## src/rtl/iqm_pkg.sv

```systemverilog
package iqm_pkg;

   localparam int SAMPLE_W     = 16;
   localparam int COUNT_W      = 6;
   // n/4 is taken as a right shift
   localparam int QUARTER_SHIFT = 2;

   typedef enum logic [7:0] {
      S_IDLE = 8'b0000_0001,
      S_RDI  = 8'b0000_0010,
      S_GETI = 8'b0000_0100,
      S_CMP  = 8'b0000_1000,
      S_ACC  = 8'b0001_0000,
      S_DIV  = 8'b0010_0000,
      S_WAIT = 8'b0100_0000,
      S_DONE = 8'b1000_0000
   } iqm_state_type;

   typedef struct packed {
      logic busy;
      logic done;
   } iqm_div_stat_type;

endpackage

```

## src/rtl/interquartile_mean_filter_core.sv

```systemverilog
// Words are taken one per cycle while idle and written to the sample store until it is full.
// A last word starts the sort-free rank pass: one comparator checks every kept
// sample against every other, then a restoring divider forms the mean.
// The result is registered on leaving S_DONE, which waits until the previous result
// is taken; input reopens in the same cycle that the result turns valid.
// Synchronous active-high reset empties the batch, clears the mode and the output valid.
module interquartile_mean_filter_core import iqm_pkg::*; #(
   parameter int MAX_SAMPLES = 32
) (
   input  logic                clock,
   input  logic                reset,
   input  logic                req_valid,
   output logic                req_ready,
   input  logic [SAMPLE_W-1:0] req_sample,
   input  logic                req_is_last,
   output logic                rsp_valid,
   input  logic                rsp_ready,
   output logic [SAMPLE_W-1:0] rsp_mean,
   output logic [COUNT_W-1:0]  rsp_sample_count,
   output logic                rsp_overflowed,
   input  logic                csr_wr_en,
   input  logic                csr_wr_data
);

   localparam int AW   = (MAX_SAMPLES > 1) ? $clog2(MAX_SAMPLES) : 1;
   localparam int CW   = $clog2(MAX_SAMPLES + 1);
   localparam int DW   = SAMPLE_W + CW;
   localparam int ACCW = DW + 1;

   iqm_state_type state_ff, state_in;

   logic [SAMPLE_W-1:0] store_mem [MAX_SAMPLES];
   logic [SAMPLE_W-1:0] mem_q_ff;
   logic [AW-1:0]       rd_addr;
   logic                store_wr;

   logic [CW-1:0]       fill_count_ff, fill_count_in;
   logic                overflow_ff, overflow_in;
   logic                mode_ff;
   logic [CW-1:0]       i_ff, i_in;
   logic [CW-1:0]       j_ff, j_in;
   logic [CW-1:0]       rank_ff, rank_in;
   logic [SAMPLE_W-1:0] val_i_ff, val_i_in;
   logic [ACCW-1:0]     acc_ff, acc_in;
   logic [SAMPLE_W-1:0] mean_ff, mean_in;

   logic                rsp_valid_ff, rsp_valid_in;
   logic [SAMPLE_W-1:0] rsp_mean_ff, rsp_mean_in;
   logic [COUNT_W-1:0]  rsp_count_ff, rsp_count_in;
   logic                rsp_ovf_ff, rsp_ovf_in;

   logic                accept;
   logic                full;
   logic [CW-1:0]       next_j;
   logic [CW-1:0]       last_idx;
   logic [CW-1:0]       lo, hi, cnt;
   logic [SAMPLE_W-1:0] key_i, key_j;
   logic                ranks_below;
   logic                in_range;
   logic [ACCW-1:0]     val_ext;
   logic [ACCW-1:0]     mag_full;
   logic [DW-1:0]       quo;
   logic [DW-1:0]       quo_signed;
   logic                div_start;
   iqm_div_stat_type    div_stat;

   assign req_ready = (state_ff == S_IDLE);
   assign accept    = req_valid & req_ready;
   assign full      = (fill_count_ff == CW'(MAX_SAMPLES));
   assign store_wr  = accept & ~full;

   assign next_j   = j_ff + CW'(1);
   assign last_idx = fill_count_ff - CW'(1);
   assign lo       = fill_count_ff >> QUARTER_SHIFT;
   assign hi       = fill_count_ff - lo;
   assign cnt      = hi - lo;

   // flipping the sign bit makes signed order match unsigned order
   assign key_i = val_i_ff ^ {mode_ff, {(SAMPLE_W-1){1'b0}}};
   assign key_j = mem_q_ff ^ {mode_ff, {(SAMPLE_W-1){1'b0}}};
   // stable rank: equal keys order by store position
   assign ranks_below = (key_j < key_i) || ((key_j == key_i) && (j_ff < i_ff));
   assign in_range    = (rank_ff >= lo) && (rank_ff < hi);

   assign val_ext  = mode_ff ? {{(ACCW-SAMPLE_W){val_i_ff[SAMPLE_W-1]}}, val_i_ff}
                             : {{(ACCW-SAMPLE_W){1'b0}}, val_i_ff};
   assign mag_full = acc_ff[ACCW-1] ? (~acc_ff + ACCW'(1)) : acc_ff;
   assign quo_signed = acc_ff[ACCW-1] ? (~quo + DW'(1)) : quo;
   assign div_start  = (state_ff == S_DIV);

   always_comb begin
      unique case (state_ff)
         S_RDI:   rd_addr = i_ff[AW-1:0];
         S_CMP:   rd_addr = next_j[AW-1:0];
         default: rd_addr = '0;
      endcase
   end

   always_ff @(posedge clock) begin
      if (store_wr) begin
         store_mem[fill_count_ff[AW-1:0]] <= req_sample;
      end
      mem_q_ff <= store_mem[rd_addr];
   end

   iqm_divider #(
      .DIVIDEND_W (DW),
      .DIVISOR_W  (CW)
   ) u_div (
      .clock    (clock),
      .reset    (reset),
      .start    (div_start),
      .dividend (mag_full[DW-1:0]),
      .divisor  (cnt),
      .quotient (quo),
      .stat     (div_stat)
   );

   always_comb begin
      state_in      = state_ff;
      fill_count_in = fill_count_ff;
      overflow_in   = overflow_ff;
      i_in          = i_ff;
      j_in          = j_ff;
      rank_in       = rank_ff;
      val_i_in      = val_i_ff;
      acc_in        = acc_ff;
      mean_in       = mean_ff;
      rsp_valid_in  = rsp_valid_ff & ~rsp_ready;
      rsp_mean_in   = rsp_mean_ff;
      rsp_count_in  = rsp_count_ff;
      rsp_ovf_in    = rsp_ovf_ff;

      unique case (state_ff)
         S_IDLE: begin
            if (accept) begin
               if (full) begin
                  overflow_in = 1'b1;
               end else begin
                  fill_count_in = fill_count_ff + CW'(1);
               end
               if (req_is_last) begin
                  i_in     = '0;
                  acc_in   = '0;
                  state_in = S_RDI;
               end
            end
         end
         S_RDI: begin
            state_in = S_GETI;
         end
         S_GETI: begin
            val_i_in = mem_q_ff;
            j_in     = '0;
            rank_in  = '0;
            state_in = S_CMP;
         end
         S_CMP: begin
            if (ranks_below) begin
               rank_in = rank_ff + CW'(1);
            end
            j_in = next_j;
            if (j_ff == last_idx) begin
               state_in = S_ACC;
            end
         end
         S_ACC: begin
            if (in_range) begin
               acc_in = acc_ff + val_ext;
            end
            if (i_ff == last_idx) begin
               state_in = S_DIV;
            end else begin
               i_in     = i_ff + CW'(1);
               state_in = S_RDI;
            end
         end
         S_DIV: begin
            state_in = S_WAIT;
         end
         S_WAIT: begin
            if (div_stat.done) begin
               mean_in  = quo_signed[SAMPLE_W-1:0];
               state_in = S_DONE;
            end
         end
         S_DONE: begin
            if (!rsp_valid_ff || rsp_ready) begin
               rsp_valid_in  = 1'b1;
               rsp_mean_in   = mean_ff;
               rsp_count_in  = COUNT_W'(fill_count_ff);
               rsp_ovf_in    = overflow_ff;
               fill_count_in = '0;
               overflow_in   = 1'b0;
               state_in      = S_IDLE;
            end
         end
         default: begin
            state_in = S_IDLE;
         end
      endcase
   end

   always_ff @(posedge clock) begin
      if (reset) begin
         state_ff      <= S_IDLE;
         fill_count_ff <= '0;
         overflow_ff   <= 1'b0;
         mode_ff       <= 1'b0;
         rsp_valid_ff  <= 1'b0;
      end else begin
         state_ff      <= state_in;
         fill_count_ff <= fill_count_in;
         overflow_ff   <= overflow_in;
         rsp_valid_ff  <= rsp_valid_in;
         if (csr_wr_en) begin
            mode_ff <= csr_wr_data;
         end
      end
   end

   always_ff @(posedge clock) begin
      i_ff         <= i_in;
      j_ff         <= j_in;
      rank_ff      <= rank_in;
      val_i_ff     <= val_i_in;
      acc_ff       <= acc_in;
      mean_ff      <= mean_in;
      rsp_mean_ff  <= rsp_mean_in;
      rsp_count_ff <= rsp_count_in;
      rsp_ovf_ff   <= rsp_ovf_in;
   end

   assign rsp_valid        = rsp_valid_ff;
   assign rsp_mean         = rsp_mean_ff;
   assign rsp_sample_count = rsp_count_ff;
   assign rsp_overflowed   = rsp_ovf_ff;

   a_fill_bound: assert property (@(posedge clock) disable iff (reset)
      fill_count_ff <= CW'(MAX_SAMPLES))
      else $error("fill count beyond store depth");

   a_last_starts: assert property (@(posedge clock) disable iff (reset)
      accept && req_is_last |=> state_ff == S_RDI)
      else $error("last word did not start the rank pass");

   a_rank_bound: assert property (@(posedge clock) disable iff (reset)
      state_ff == S_CMP |-> rank_ff <= j_ff)
      else $error("rank exceeds compares done");

   a_div_done: assert property (@(posedge clock) disable iff (reset)
      div_stat.done |-> state_ff == S_WAIT)
      else $error("divider finished outside wait");

   a_rsp_source: assert property (@(posedge clock) disable iff (reset)
      $rose(rsp_valid_ff) |-> $past(state_ff) == S_DONE)
      else $error("response raised outside done");

endmodule

```

## src/rtl/iqm_divider.sv

```systemverilog
module iqm_divider import iqm_pkg::*; #(
   parameter int DIVIDEND_W = 22,
   parameter int DIVISOR_W  = 6
) (
   input  logic                  clock,
   input  logic                  reset,
   input  logic                  start,
   input  logic [DIVIDEND_W-1:0] dividend,
   input  logic [DIVISOR_W-1:0]  divisor,
   output logic [DIVIDEND_W-1:0] quotient,
   output iqm_div_stat_type      stat
);

   localparam int STEP_W = $clog2(DIVIDEND_W + 1);

   logic [DIVIDEND_W-1:0] quo_ff, quo_in;
   logic [DIVISOR_W-1:0]  rem_ff, rem_in;
   logic [DIVISOR_W-1:0]  dvs_ff;
   logic [STEP_W-1:0]     step_ff, step_in;
   logic                  busy_ff, busy_in;
   logic                  done_ff, done_in;

   logic [DIVISOR_W:0]    rem_shift;
   logic [DIVISOR_W:0]    diff;
   logic                  fits;

   // restoring division, one quotient bit a cycle
   assign rem_shift = {rem_ff, quo_ff[DIVIDEND_W-1]};
   assign diff      = rem_shift - {1'b0, dvs_ff};
   assign fits      = rem_shift >= {1'b0, dvs_ff};

   always_comb begin
      quo_in  = quo_ff;
      rem_in  = rem_ff;
      step_in = step_ff;
      busy_in = busy_ff;
      done_in = 1'b0;
      if (start) begin
         quo_in  = dividend;
         rem_in  = '0;
         step_in = '0;
         busy_in = 1'b1;
      end else if (busy_ff) begin
         quo_in  = {quo_ff[DIVIDEND_W-2:0], fits};
         rem_in  = fits ? diff[DIVISOR_W-1:0] : rem_shift[DIVISOR_W-1:0];
         step_in = step_ff + STEP_W'(1);
         if (step_ff == STEP_W'(DIVIDEND_W - 1)) begin
            busy_in = 1'b0;
            done_in = 1'b1;
         end
      end
   end

   always_ff @(posedge clock) begin
      if (reset) begin
         busy_ff <= 1'b0;
         done_ff <= 1'b0;
         step_ff <= '0;
      end else begin
         busy_ff <= busy_in;
         done_ff <= done_in;
         step_ff <= step_in;
      end
   end

   always_ff @(posedge clock) begin
      quo_ff <= quo_in;
      rem_ff <= rem_in;
      if (start) begin
         dvs_ff <= divisor;
      end
   end

   assign quotient  = quo_ff;
   assign stat.busy = busy_ff;
   assign stat.done = done_ff;

endmodule

```

## config.mk

```make
export PLATFORM = sky130hd
export DESIGN_NAME = interquartile_mean_filter_core
export DESIGN_NICKNAME = d
export VERILOG_FILES = /design/src/rtl/iqm_pkg.sv /design/src/rtl/interquartile_mean_filter_core.sv /design/src/rtl/iqm_divider.sv
export SDC_FILE = /design/constraint.sdc
export NUM_CORES = 1
export LEC_CHECK = 0
export BUFFER_PORTS_ARGS = -buffer_cell sky130_fd_sc_hd__buf_2
export CAP_MARGIN = 20
export CORE_MARGIN = 8
export CORE_UTILIZATION = 45
export DETAILED_ROUTE_END_ITERATION = 8
export MAX_ROUTING_LAYER = met4
export SYNTH_ARGS = -nofsm -noshare
export SYNTH_HDL_FRONTEND = slang
export SYNTH_SLANG_ARGS = --single-unit
```

## constraint.sdc

```tcl
create_clock -name clock -period 10.3 [get_ports clock]
set_input_delay 0.515 -clock clock [delete_from_list [all_inputs] [get_ports clock]]
set_output_delay 0.515 -clock clock [all_outputs]
set_load 0.01 [all_outputs]
```

# Yosys cells after proc, flatten, opt, wreduce, memory -nomap -nowiden
# Memory sizes are Yosys's and may differ from the RTL's. A register that Yosys moved wholly into a read port is not among the register bits.
# Cells that the tools add are included.
dict set report op_classes {
  addsub 12
  order_cmp 5
  eq_ne 23
  n_mux 41
  bitwise_logic 10
  n_reduce_logical 19
}
# operator n
set ops {}
lappend ops {{$mux 23} 4}
lappend ops {{$mux 22} 3}
lappend ops {{$pmux 8 s8} 1}
lappend ops {{$mux 6} 9}
lappend ops {{$pmux 6 s2} 4}
lappend ops {{$pmux 23 s2} 1}
lappend ops {{$mux 8} 5}
lappend ops {{$xor 16x16->16} 2}
lappend ops {{$add 6x1->6 const B} 4}
lappend ops {{$add 23x23->23} 1}
lappend ops {{$add 22x1->22 const B} 1}
lappend ops {{$not 22->22} 1}
lappend ops {{$add 16x1->16 const B} 1}
lappend ops {{$eq 16x16->1} 1}
lappend ops {{$lt 16x16->1} 1}
lappend ops {{$mux 16} 1}
lappend ops {{$not 16->16} 1}
lappend ops {{$reduce_and 4->1} 4}
lappend ops {{$eq 6x6->1} 2}
lappend ops {{$lt 6x6->1} 2}
lappend ops {{$ne 2x2->1 const B} 6}
lappend ops {{$sub 6x4->6} 2}
lappend ops {{$mux 1} 11}
lappend ops {{$pmux 5 s2} 1}
lappend ops {{27 further kinds} 41}
dict set report word_totals {
  ff_bits 154
  ram_bits 512
  inputBits 23
  n_memories 1
}
# name depth width read_ports rd_ports_with_merged_regs write_ports line_no
set memory_table {}
lappend memory_table {store_mem 32 16 1 1 1 interquartile_mean_filter_core.sv:32} ;# logic [SAMPLE_W-1:0] store_mem [MAX_SAMPLES];

# Logic depth before layout (Yosys ltp)
dict set report depth {
  ltp_word 6
  mapped_depth 14
  ltp_nobuf 13
}

# Cells and area by module
# Synthesis repeated with hierarchy kept, for this count alone.
dict set report unflattened {
  hier_cells 2331
  hier_area_um2 29587.1
}
# mod n_inst cells_per_inst area_each_um2 seq_area_each_um2
set by_module_without_submodules {}
lappend by_module_without_submodules {interquartile_mean_filter_core 1 2170 27599.0 18918.1}
lappend by_module_without_submodules {iqm_divider 1 161 1988.2 1101.1}

# Least setup slack after synthesis
# OpenSTA, ideal clock, no wires.
dict set report synth_path {
  path_kind {flip-flop to flip-flop}
  startpoint {reg fill_count_ff[0]}
  endpoint {reg acc_ff[0], enable pin}
  setup_ns 0.411
  t_arrival_ns 3.769
  path_slack_ns 6.121
  stages_incl_launch_ff 15
  synth_period_minus_slack_ns 4.179
  path_cell_list {dfxtp_1 -> clkbuf_1 -> inv_1 -> ha_1 -> inv_1 -> fa_1 -> inv_1 -> ha_1 -> o21a_1 -> o21ai_0 -> nand2b_1 -> a21oi_1 -> o21ai_0 -> a221o_1 -> a21oi_1}
}
dict set report synth_between {
  elab_chain_len 5
}
# item line_no
set synth_rtl {}
lappend synth_rtl {{from (decl)} interquartile_mean_filter_core.sv:37} ;# logic [CW-1:0] fill_count_ff, fill_count_in;
lappend synth_rtl {{from (signal assigned)} interquartile_mean_filter_core.sv:213} ;# fill_count_ff <= fill_count_in;
lappend synth_rtl {{$sub 6x4->6} interquartile_mean_filter_core.sv:75} ;# assign hi = fill_count_ff - lo;
lappend synth_rtl {{$lt 6x6->1} interquartile_mean_filter_core.sv:83} ;# assign in_range = (rank_ff >= lo) && (rank_ff < hi);
lappend synth_rtl {{$logic_and 1x1->1} interquartile_mean_filter_core.sv:83}
lappend synth_rtl {{$ne 2x2->1 (no source line)} --}
lappend synth_rtl {{$reduce_and 4->1 (no source line)} --}
lappend synth_rtl {{to (signal assigned)} interquartile_mean_filter_core.sv:227} ;# acc_ff <= acc_in;
lappend synth_rtl {{to (decl)} interquartile_mean_filter_core.sv:44} ;# logic [ACCW-1:0] acc_ff, acc_in;
# Every way passes these cells.
# A chain may end at the register's enable or synchronous reset.

# Final worst setup path
dict set report layout_path {
  startpoint {reg j_ff[0]}
  endpoint {reg mem_q_ff[7] (read register of store_mem)}
}
dict set report layout_between {
  elab_chain_len 2
}
# item line_no
set layout_rtl {}
lappend layout_rtl {{from (decl)} interquartile_mean_filter_core.sv:41} ;# logic [CW-1:0] j_ff, j_in;
lappend layout_rtl {{from (signal assigned)} interquartile_mean_filter_core.sv:224} ;# j_ff <= j_in;
lappend layout_rtl {{$add 6x1->6} interquartile_mean_filter_core.sv:72} ;# assign next_j = j_ff + CW'(1);
lappend layout_rtl {{net next_j[1]} interquartile_mean_filter_core.sv:54} ;# logic [CW-1:0] next_j;
lappend layout_rtl {{$pmux 5 s2} interquartile_mean_filter_core.sv:92} ;# unique case (state_ff)
lappend layout_rtl {{to (decl)} interquartile_mean_filter_core.sv:33} ;# logic [SAMPLE_W-1:0] mem_q_ff;
# The timed path passes the listed nets, and every way through them passes these cells.

==> impl_summary.md <==
Critical path
The kind of capture point of the worst setup path is a register. In this run the number of cells on the critical path is 9. The first element of the critical path is j_ff[0].

The startpoint of the worst-slack reg-to-reg timing path is j_ff[0]. The critical path is of the reg2reg type. The number of buffers and inverters on the critical path is 2. The capture instance of the worst register-to-register path is mem_q_ff[7]. The required time of the worst setup path is 10.80 ns. The largest delay contributor family on the critical path is buffers and inverters. In this run the register-to-register setup slack is 5.91 ns. The most numerous cell on the critical path is sky130_fd_sc_hd__buf_4. On the worst path, the slowest cell contributes a delay of 0.75 ns. Walking the worst path, the cells encountered are ha_1 > and3b_1 > o211a_4 > buf_4 > buf_4 > mux4_2 > a22oi_1 > nand3_1 > or3_1.

Along the worst path, the maximum fanout reaches 54. The element type at the critical path start is a register. Data arrives at the worst endpoint at 4.89 ns. The cell at the slowest stage of the critical path is sky130_fd_sc_hd__buf_4. The endpoint of the most critical setup path is mem_q_ff[7]. Counting cells, the worst reg-to-reg path comes to 9.

Logic synthesis
The fraction of synthesized area in multiplexers is 8.961%. The average cell area after synthesis is 15.60 µm². The share of the synthesized area in compound gates (AO/OA/AOI/OAI) is 6.074%. After synthesis the cells add up to 0.02921 mm². After synthesis, flip-flops and latches occupy 68.54% of the total area.

In this run, distinct cell masters in the synthesized netlist total 75. In the synthesized netlist, the number of instances is 1872. The top cell type by area accounts for 65.38% of the synthesized area.

The number of synthesized register bits is 682. The number of nets in the synthesized netlist is 1975. The most frequently used flop master after synthesis is sky130_fd_sc_hd__edfxtp_1. Summing the areas of all and, or, nand and nor instances in the mapped netlist gives 8.139% of the synthesized area. The yosys synthesis warning count is 0. The synthesized netlist devotes 2.836% of its cell area to XOR and XNOR gates.

The share of async-settable or async-resettable flops after synthesis is 0%. The main combinational cell family by area after synthesis is multiplexers. In the post-synthesis netlist, the biggest area contributors are sky130_fd_sc_hd__edfxtp_1, sky130_fd_sc_hd__mux4_2, sky130_fd_sc_hd__ha_1, sky130_fd_sc_hd__dfxtp_1, sky130_fd_sc_hd__nand2_1. The number of synthesized flops with an enable pin is 636. After Yosys synthesis, full adders, half adders and majority gates account for 3.530% of the synthesized area.

sky130_fd_sc_hd__edfxtp_1 takes more of the synthesized area than any other cell.

Power
The static power due to leakage is 11.20 nW. Combinational logic burns 19.2% of the power. The part of the total power dissipated in sequential elements is 46.5%. Of the total power, the clock network draws 34.3%. For this design the ratio of total power to cell area is 223.8 mW/mm². The internal power component is 0.005299 W. The switching power total is 0.002096 W. Of the total power, the share spent switching nets is 28.34%. Power comes to 0.007395 W. The worst-case vdd ir drop is 140.9 µV.

Routing
The top metal layer carrying routed signals is met4. The total length of routed met3 wires is 3825 µm. The total DRC errors in the routed layout is 0. Dividing the detail-routed wire length by the instance count gives 23.71 µm.

The number of DRC markers in iteration 0 is 1349. The detailed-routing wirelength on met1 is 28940 µm. The first detailed-routing pass ran for 5 iterations. In the detailed route, the total length drawn on met2 is 33460 µm.

The sum of routed wire length over all layers is 68540 µm. The via-per-instance ratio is 5.712. The final antenna-violating net count is 0. The total via count after detailed routing is 16510.

Place
The sum of net half-perimeters after detailed placement is 43200 µm. During placement, the flow inserted port buffers numbering 47. The worst setup timing slack at the placement stage is 5.863 ns. The placed standard-cell area is 0.03070 mm².

Including well taps, the total number of placed cells is 2756. Routability-driven placement finished with a final weighted congestion of 0.8383.

CTS
The count of hold buffers inserted by post-cts repair is 0. The clock slew seen by the registers of the worst setup and hold paths is 0.06 ns. The library cell used as clock root buffer is sky130_fd_sc_hd__clkbuf_16. In this run, CTS created clock tree buffers numbering 71.

Post-CTS timing repair inserted 0 buffers for setup. The number of levels in the clock H-tree is 3. The tree built by TritonCTS fans out to 682 sinks. Clock latency on the worst-skew pair, taken at its later pin, is 0.62 ns. TritonCTS built the clock tree. The clock passes through at most 3 buffers.

In this run, post-CTS repair resized a total of 0 instances.

Finish
The signed area change from the synthesized netlist to the final layout is 13.13%. In the layout the commonest cells are sky130_fd_sc_hd__edfxtp_1, sky130_fd_sc_hd__nand2_1, sky130_fd_sc_hd__nor2_1, sky130_fd_sc_hd__mux4_2, sky130_fd_sc_hd__ha_1. Fill cells in the final layout number 5272. The final layout contains 2079 nets. Leaving out fill and tap cells, the most frequent cell in the layout is sky130_fd_sc_hd__edfxtp_1. The share of post-route cells with drive strength above 1 is 16.61%. Summing all non-filler instances in the final layout gives an area of 0.03305 mm². The count of non-filler cells in the finished layout is 2891.

GRT
The first-pass GRT wire length is 103700 µm. The total track usage is 19.09%. The total grt overflow is 0. The initial antenna violation count came to 1.

The pin count of the biggest net entering global routing is 115. The via count of the first global-routing pass is 16730.

Timing
The count of endpoints failing hold in the final timing report is 0. The final sum of negative setup slack is 0 ns. The smallest setup slack after layout is 5.913 ns. Setup violations remaining at the end of the flow were counted as 0. The total count of max-transition violations in the final report is 0. The worst clock skew is 0.02338 ns.

The max-slew headroom at the worst pin is 27.26%. At the pin with the least slew margin, the transition time is 1.087 ns. The upper clock frequency limit is 227.9 MHz.

Setup repair after global routing left no endpoint under its margin. The share of the cycle needed by the critical path after routing is 42.59%. The routed design could run at a clock period as short as 4.387 ns.

Die
The overall die width is 270.8 µm. Row generation in the floorplan step produced 93 rows. The die outline height is 270.8 µm. The die area is 0.07332 mm².

48 I/O pins were placed. The placeable core region is 0.06435 mm². Once the floorplan was initialized, standard cells occupied 45.39% of the core.

Min path
The path class of the lowest-slack min-delay path is in2reg.

Job
The count of max-cap constraint violations is 0.

Run status
The run finished with clean final reports.
[power groups by stage]
stage | Sequential (W) | Clock [W] | Combinational [W]
floorplan | 0.00338 | 0 | 0.00107
global placement | 0.00350 | 0 | 0.00140
detailed placement | 0.00350 | 0 | 0.00143
CTS | 0.00344 | 0.00259 | 0.00143
global route | 0.00346 | 0.00269 | 0.00158
finish | 0.00344 | 0.00253 | 0.00142
[worst min-delay path: cells and delay by family]
kind	cells	cell delay (ns)
simple gates	1	0.07
buf+inv	1	0.07
mux	1	0.06
[metrics by stage]
stage               hold WS, ns  utilization (%)
finish                   0.1452            51.35
floorplan                0.4003                -
CTS                      0.1132            51.32
global placement         0.4018            47.58
global route             0.1708            51.35
detailed placement       0.4056            47.71
[worst min-delay path by stage]
| stage | start | endpoint | slack, ns | cells past startpoint |
|---|---|---|---|---|
| 2_1_floorplan | mean_ff[0] | rsp_mean[0] | 0.40 | 0 |
| 3_3_place_gp | mean_ff[15] | rsp_mean[15] | 0.40 | 0 |
| 3_5_place_dp | mean_ff[10] | rsp_mean[10] | 0.41 | 0 |
| 4_1_cts | csr_wr_data | mode_ff | 0.11 | 3 |
| 5_1_grt | csr_wr_data | mode_ff | 0.17 | 3 |
| 6_report | csr_wr_data | mode_ff | 0.15 | 3 |
[layer usage]
layer  track usage (%)  up-vias
li1                  -     7489
met1             24.16     8404
met2             30.89      491
met3             3.387      129
met4             6.917        0
met5                 -        -
[cells by family (layout without fill, tap and decap cells)]
| kind of cell | after synthesis | after routing |
|---|---|---|
| AOI/OAI and AO/OA | 265 | 265 |
| buffers and inverters | 133 | 296 |
| xor gates and xnor gates | 93 | 93 |
| adders and majority gates | 80 | 80 |
| DFF | 682 | 682 |
| other | 0 | 1 |
| muxes | 130 | 130 |
| and+or+nand+nor | 489 | 489 |
[area by class of cell]
type | instances | area (µm²) | share of cell area [%]
Sequential cell | 682 | 20020 | 60.58
Multi-Input combinational cell | 1057 | 8690 | 26.30
Clock buffer | 108 | 2069 | 6.263
Tap cell | 855 | 1070 | 3.237
Timing Repair Buffer | 104 | 718.2 | 2.173
Clock inverter | 24 | 251.5 | 0.7610
Inverter | 60 | 225.2 | 0.6815
Antenna cell | 1 | 2.502 | 0.007573
[sequential cells by signal (all words and copies together) (netlist names)]
name,count
mode_ff,1
val_i_ff,16
rsp_valid,1
rsp_overflowed,1
u_div.done_ff,1
rsp_mean,16
u_div.busy_ff,1
rsp_sample_count,6
rank_ff,6
u_div.step_ff,5
j_ff,6
u_div.dvs_ff,6
u_div.rem_ff,6
mem_q_ff,16
u_div.quotient,22
acc_ff,23
overflow_ff,1
mean_ff,16
i_ff,6
fill_count_ff,6
store_mem,512
state_ff,8
[Yosys cell counts (4+ instances only)]
| library cell | count |
|---|---|
| sky130_fd_sc_hd__a32oi_1 | 15 |
| sky130_fd_sc_hd__mux4_2 | 105 |
| sky130_fd_sc_hd__xnor2_1 | 55 |
| sky130_fd_sc_hd__nor3b_1 | 7 |
| sky130_fd_sc_hd__mux2i_1 | 23 |
| sky130_fd_sc_hd__or3_1 | 17 |
| sky130_fd_sc_hd__buf_2 | 20 |
| sky130_fd_sc_hd__and3_1 | 25 |
| sky130_fd_sc_hd__o31ai_1 | 7 |
| sky130_fd_sc_hd__xor2_1 | 37 |
| sky130_fd_sc_hd__inv_1 | 60 |
| sky130_fd_sc_hd__o21a_1 | 5 |
| sky130_fd_sc_hd__o21ai_0 | 65 |
| sky130_fd_sc_hd__a311oi_1 | 8 |
| sky130_fd_sc_hd__edfxtp_1 | 636 |
| sky130_fd_sc_hd__o211ai_1 | 5 |
| sky130_fd_sc_hd__nor3_1 | 30 |
| sky130_fd_sc_hd__a21oi_1 | 58 |
| sky130_fd_sc_hd__nor2_1 | 112 |
| sky130_fd_sc_hd__nand3_1 | 51 |
| sky130_fd_sc_hd__clkbuf_1 | 44 |
| sky130_fd_sc_hd__nand3b_1 | 5 |
| sky130_fd_sc_hd__or4_1 | 5 |
| sky130_fd_sc_hd__a211oi_1 | 6 |
| sky130_fd_sc_hd__a311o_1 | 6 |
| sky130_fd_sc_hd__buf_4 | 6 |
| sky130_fd_sc_hd__ha_1 | 76 |
| sky130_fd_sc_hd__nand4_1 | 9 |
| sky130_fd_sc_hd__a22oi_1 | 31 |
| sky130_fd_sc_hd__nor4_1 | 7 |
| sky130_fd_sc_hd__dfxtp_1 | 46 |
| sky130_fd_sc_hd__fa_1 | 4 |
| sky130_fd_sc_hd__o41ai_1 | 4 |
| sky130_fd_sc_hd__nand2b_1 | 21 |
| sky130_fd_sc_hd__nand2_1 | 168 |
| sky130_fd_sc_hd__a21o_1 | 23 |
| sky130_fd_sc_hd__nor2b_1 | 6 |
No activity file was read; power rests on OpenSTA's default activity.
